--- config.mk ---
export PLATFORM = sky130hd
export DESIGN_NAME = rc6_round_unit
export DESIGN_NICKNAME = d
export VERILOG_FILES = /design/src/hw/rtl/rc6_pkg.sv /design/src/hw/rtl/rc6_round_unit.sv
export SDC_FILE = /design/constraint.sdc
export NUM_CORES = 2
export LEC_CHECK = 0
export BUFFER_PORTS_ARGS = -buffer_cell sky130_fd_sc_hd__buf_2
export CORE_UTILIZATION = 38
export DETAILED_ROUTE_END_ITERATION = 16
export PLACE_DENSITY_LB_ADDON = 0.05
export SLEW_MARGIN = 10
export SYNTH_ARGS = -nofsm -noshare
export SYNTH_HDL_FRONTEND = slang
export SYNTH_SLANG_ARGS = --single-unit
--- constraint.sdc ---
create_clock -name vclk -period 17.05
set_clock_uncertainty 0.2 [all_clocks]
set_input_delay 1.705 -clock vclk [all_inputs]
set_output_delay 1.705 -clock vclk [all_outputs]
set_load 0.1 [all_outputs]
--- src/hw/rtl/rc6_pkg.sv ---
// ----------------------------------------------------------------------------
// rc6_pkg
// Shared types, constants and helpers of the RC6 forty-round block cipher.
// ----------------------------------------------------------------------------
`default_nettype none
package rc6_pkg;
  localparam int Rounds = 40;
  localparam int NKeys = 2 * Rounds + 4;
  localparam int KeyIdxW = $clog2(NKeys);
  localparam int RoundW = $clog2(Rounds + 1);
  localparam int SchedSteps = 3 * NKeys;
  localparam int SchedW = $clog2(SchedSteps + 1);
  localparam logic [31:0] KeyP = 32'hb7e15163;
  localparam logic [31:0] KeyQ = 32'h9e3779b9;

  localparam logic [7:0] MixTable [32] = '{
    8'h76, 8'hb7, 8'h4b, 8'h98, 8'h4c, 8'h5b, 8'hd5, 8'he3,
    8'hc1, 8'h92, 8'h33, 8'h6a, 8'h7b, 8'he6, 8'hcc, 8'heb,
    8'h17, 8'h9a, 8'h77, 8'hbc, 8'h31, 8'h5d, 8'he7, 8'h39,
    8'ha9, 8'h32, 8'h54, 8'h88, 8'h66, 8'hd3, 8'hce, 8'h43
  };

  localparam logic ActEncrypt = 1'b0;
  localparam logic ActDecrypt = 1'b1;

  typedef struct packed {
    logic        action;
    logic [31:0] in_a;
    logic [31:0] in_b;
    logic [31:0] in_c;
    logic [31:0] in_d;
  } rc6_in_t;

  typedef struct packed {
    logic [31:0] out_a;
    logic [31:0] out_b;
    logic [31:0] out_c;
    logic [31:0] out_d;
  } rc6_out_t;

  typedef enum logic [2:0] {
    ST_INIT, ST_FILL, ST_MIX, ST_IDLE, ST_PRE, ST_ROUND, ST_POST, ST_OUT
  } rc6_state_t;

  function automatic logic [31:0] rotl32(input logic [31:0] x, input logic [4:0] n);
    logic [63:0] d;
    d = {x, x} << n;
    return d[63:32];
  endfunction

  function automatic logic [31:0] rotr32(input logic [31:0] x, input logic [4:0] n);
    logic [63:0] d;
    d = {x, x} >> n;
    return d[31:0];
  endfunction

  // key word j: table bytes plus sign-extended key bytes, high key byte first
  function automatic logic [31:0] key_word(input logic [2:0] j, input logic [31:0] k);
    logic [31:0] w;
    logic [31:0] v;
    w = '0;
    for (int n = 0; n < 4; n++) begin
      v = {24'd0, MixTable[{j, 2'(n)}]} + {{24{k[8*(3-n)+7]}}, k[8*(3-n) +: 8]};
      w = w + (v << (8 * n));
    end
    return w;
  endfunction
endpackage
`default_nettype wire

--- src/hw/rtl/rc6_round_unit.sv ---
// ----------------------------------------------------------------------------
// rc6_round_unit
// Shared round datapath: one encryption or decryption round per call.
// ----------------------------------------------------------------------------
`default_nettype none
module rc6_round_unit
  import rc6_pkg::*;
(
  input  wire logic        decrypt,
  input  wire logic [31:0] a_i,
  input  wire logic [31:0] b_i,
  input  wire logic [31:0] c_i,
  input  wire logic [31:0] d_i,
  input  wire logic [31:0] ka,
  input  wire logic [31:0] kc,
  output logic [31:0]      a_o,
  output logic [31:0]      b_o,
  output logic [31:0]      c_o,
  output logic [31:0]      d_o
);
  logic [31:0] bb, dd, pb, pd, t, u, na, nc;

  always_comb begin
    // decrypt rotates words right first
    bb = decrypt ? a_i : b_i;
    dd = decrypt ? c_i : d_i;
    pb = bb * {bb[30:0], 1'b1};
    pd = dd * {dd[30:0], 1'b1};
    t  = rotl32(pb, 5'd5);
    u  = rotl32(pd, 5'd5);
    if (!decrypt) begin
      na  = rotl32(a_i ^ t, u[4:0]) + ka;
      nc  = rotl32(c_i ^ u, t[4:0]) + kc;
      a_o = b_i;
      b_o = nc;
      c_o = d_i;
      d_o = na;
    end else begin
      na  = rotr32(d_i - ka, u[4:0]) ^ t;
      nc  = rotr32(b_i - kc, t[4:0]) ^ u;
      a_o = na;
      b_o = a_i;
      c_o = nc;
      d_o = c_i;
    end
  end
endmodule
`default_nettype wire

== Word-level counts from Yosys, hierarchy flattened ==
Index checks and enable logic that the tools add are counted.
Storage, ports and cells
  bits in registers: 0
  output and inout bits: 128
  input bits: 193
  logic and storage cells: 20
Cells by class
  add/subtract/negate cells: 4
  shift-type cells: 4
  mux-type cells: 6
  multipliers: 2
  bitwise logic cells: 4
Operators with widths (count)
  $mux 32: 6
  $shl 64x5->64: 2
  $shr 64x5->32: 2
  $xor 32x32->32: 4
  $add 32x32->32: 2
  $mul 32x32->32: 2
  $sub 32x32->32: 2

== Depth between registers and ports, before layout ==
  word-level depth: 6
  mapped depth: 57
  depth with buffers taken out: 50

== Least setup slack after synthesis ==
No wires, ideal clock.
  kind: input to output
  start point: input decrypt
  end point: output d_o[20]
  buffers on the path: 9
  arrival time: 16.295 ns
  setup slack: -1.150 ns
  data required time: 15.145 ns
  stages on the path: 53
  cells stage by stage: buf_2 > clkbuf_1 > clkbuf_1 > clkbuf_1 > a21oi_1 > inv_1 > clkbuf_1 > nand2_1 > fa_1 > fa_1 > inv_1 > fa_1 > inv_1 > fa_1 > inv_1 > fa_1 > inv_1 > fa_1 > [... 17 more ...] > mux2_2 > a21oi_1 > ha_1 > inv_1 > fa_1 > nor2b_1 > o21ai_0 > a2111oi_0 > o31ai_1 > a211oi_1 > o221ai_1 > nor2b_1 > o21ai_0 > nand2b_1 > and2_1 > o21ai_0 > nor3b_1 > o41ai_1
On the way
  word-level cells in the longest chain between the ends: 6
  elaborated cells on any way between the ends: 8
  classes of those cells: add/sub (1); mul (2); shift (1); mux (3); bitwise (1)
RTL lines
  start, declared: RTL line rc6_round_unit.sv:9  | input wire logic decrypt,
  $mux 32: RTL line rc6_round_unit.sv:25  | bb = decrypt ? a_i : b_i;
  $mul 32x32->32: RTL line rc6_round_unit.sv:27  | pb = bb * {bb[30:0], 1'b1};
  $xor 32x32->32: RTL line rc6_round_unit.sv:32  | na = rotl32(a_i ^ t, u[4:0]) + ka;
  $shl 64x5->64: RTL line rc6_pkg.sv:47  | d = {x, x} << n;
  $add 32x32->32: RTL line rc6_round_unit.sv:32
  $mux 32 (*): RTL line rc6_round_unit.sv:31  | if (!decrypt) begin
  end, declared: RTL line rc6_round_unit.sv:19  | output logic [31:0] d_o
Mark *: on every way between the ends. The rest lies on a longest branch, timed or not.

== Final worst setup path ==
  start point: input decrypt
  end point: output b_o[30]
On the way
  word-level cells in the longest chain between the ends: 6
  elaborated cells on any way between the ends: 8
  classes of those cells: add/sub (1); mul (2); shift (1); mux (3); bitwise (1)
RTL lines
  $mux 32: RTL line rc6_round_unit.sv:26  | dd = decrypt ? c_i : d_i;
  $mul 32x32->32: RTL line rc6_round_unit.sv:28  | pd = dd * {dd[30:0], 1'b1};
  $xor 32x32->32: RTL line rc6_round_unit.sv:33  | nc = rotl32(c_i ^ u, t[4:0]) + kc;
  $shl 64x5->64: RTL line rc6_pkg.sv:47
  $add 32x32->32: RTL line rc6_round_unit.sv:33
  $mux 32 (*): RTL line rc6_round_unit.sv:31
  end, declared: RTL line rc6_round_unit.sv:17  | output logic [31:0] b_o,
Marks and branches as above.

==> flow_summary.toml <==
[outcome]
status = "finished, final reports clean"

[placed_design]
dp_worst_setup_slack_ps = -130
placedInstanceArea_um2 = 49600
globalplace.congestion = 1.02
detailed_place_hpwl_mm = 189
placement.io_buffers = 321

[floorplan]
core_um2 = 116000
core.rowCount = 125
die_area_um2 = 119000
starting_density_of_the_core_pct = 38.3
die_x_um = 344
fp.dieH_um = 344
pin_count = 321

[global_routing]
grt_remaining_overflow = 0
grtUsageTotal_pct = 35.3
grt_pass1_wl_mm = 299
number_of_global_route_vias_before_repair = 41300
antenna_violations_before_repair = 18
grt_max_degree = 77

[finish]
fraction_of_final_layout_cells_sized_beyond_drive_strength_1_pct = 13.1
layout.nets = 7159
final_cell_mix = "sky130_fd_sc_hd__inv_1, sky130_fd_sc_hd__fa_1, sky130_fd_sc_hd__nor2_1"
multiInputGateArea_um2 = 40500
n_clock_buffer = 0
ff_latch_area_um2 = 0
area_growth_syn_to_layout_pct = 12.7
layout_commonest_cell = "sky130_fd_sc_hd__inv_1"
number_of_flip_flops_and_latches = 0
fin_util_pct = 43.2
n_fill_cell = 12100
stdcell_area_um2 = 50200

[sta]
worst_slew_margin_rel_pct = 12.9
grt_setup_unrepaired = "yes"
fin_crit_ps = 16710
fin_hold_ws_ps = 3740
report.final.hold_viol_count = 0
period_share_pct = 98.0
report.final.slew_viol_count = 0
fmax_mhz = 59.9
setup_viol = 0
worst_slack_ps = 345
worstMarginPinSlew_ps = 1290

[drt]
drt_iter0_drc = 4680
drt_wl_total_mm = 213
post_drt_via_cell_ratio = 5.80
drt_pass1_iterations = 6
routed_wire_length_per_instance_um = 28.8
drtAntennaViolNets = 0
route.detailed.drc = 0
detailroute.via_count = 42800

[synth]
ys_types = 105
synth_nets = 6869
ys_seq_area_share_pct = 0
postSynthCellCount = 5560
synth.avg_cell_area_um2 = 8.01
synth_area_um2 = 44600
ys_warn_count = 0

[hold_path]
hp-class = "in2out"
worstHoldPathCells = 4
hold_path.startpoint = "c_i[31]"

[worst_setup_path]
slowest_delay_ps = 580
criticalPathCategory = "in2out"
cp_max_fo = 32
timing.critical_path.arrival_ps = 14800
critical_path_slowest_stage_cell = "sky130_fd_sc_hd__fa_1"
setup.worst_path.start_class = "input port"
critical_path.endpoint_type = "primary output"
critical_path_required_ps = 15140
worst_path_most_repeated_cell = "sky130_fd_sc_hd__fa_1"
setup.worst_path.start = "decrypt"

[flow_run]
drv.max_cap_violation_count = 0
[area by class of cell]
| class | instances | share of cell area (%) |
|---|---|---|
| Multi-Input combinational cell | 4375 | 80.6 |
| Antenna cell | 9 | 0.0448 |
| Tap cell | 1524 | 3.80 |
| Timing Repair Buffer | 521 | 8.32 |
| Inverter | 952 | 7.20 |
[synthesized netlist by cell type (all sizes together) (60+ instances only)]
library cell / instances / area (um2)
mux2i: 244 / 2460
xor2: 105 / 920
mux2: 68 / 766
nor2: 586 / 2200
buf: 87 / 422
a31oi: 60 / 375
fa: 734 / 14700
nand2: 435 / 1630
o21ai: 236 / 1180
nand3: 83 / 425
a21o: 95 / 716
inv: 936 / 3510
a211oi: 67 / 518
clkbuf: 146 / 549
nor3: 60 / 327
a21oi: 302 / 1520
ha: 382 / 4780
xnor2: 197 / 1730
[cells by family after synthesis]
group | share of synthesized area (%)
compound gates | 17.7
xor+xnor | 6.55
fa+ha+maj | 43.7
buf+inv | 10.2
mux | 7.49
simple gates | 14.4
[metrics by stage]
| step | setup TNS, ps | cells |
|---|---|---|
| after detailed placement | -243 | 7346 |
| after floorplan | 0 | 5560 |
| after global routing | -98.1 | 7372 |
| after CTS | 0 | 7349 |
| after global placement | -186 | 7346 |
| final | 0 | 7381 |
[metal layers]
metal / up-vias / GRT usage (%) / wire (um)
li1: 19100 / - / -
met1: 21600 / 55.2 / 100000
met2: 2000 / 50.3 / 86600
met3: 136 / 7.16 / 22100
met4: 8 / 4.43 / 3260
met5: - / 0 / 57
[worst max-delay path: cells and delay by family]
family / cells / cell delay (ps)
AO/OA/AOI/OAI: 15 / 3720
buffers and inverters: 10 / 1220
AND/OR/NAND/NOR: 9 / 2450
adder cells (fa/ha/maj): 11 / 4870
multiplexers: 2 / 420
XOR/XNOR: 2 / 370
[path summary, 6_finish.rpt]
path	to
setup / recovery	b_o[30]
hold / removal	d_o[31]
[repair_timing]
action | 4_1_cts | 5_1_grt
buffers inserted | 3 | 22
hold buffers | 0 | 0
setup endpoints to repair | 4 | 19
cloned | 0 | 1
gates resized for setup | 3 | 84
pin swaps | 0 | 6
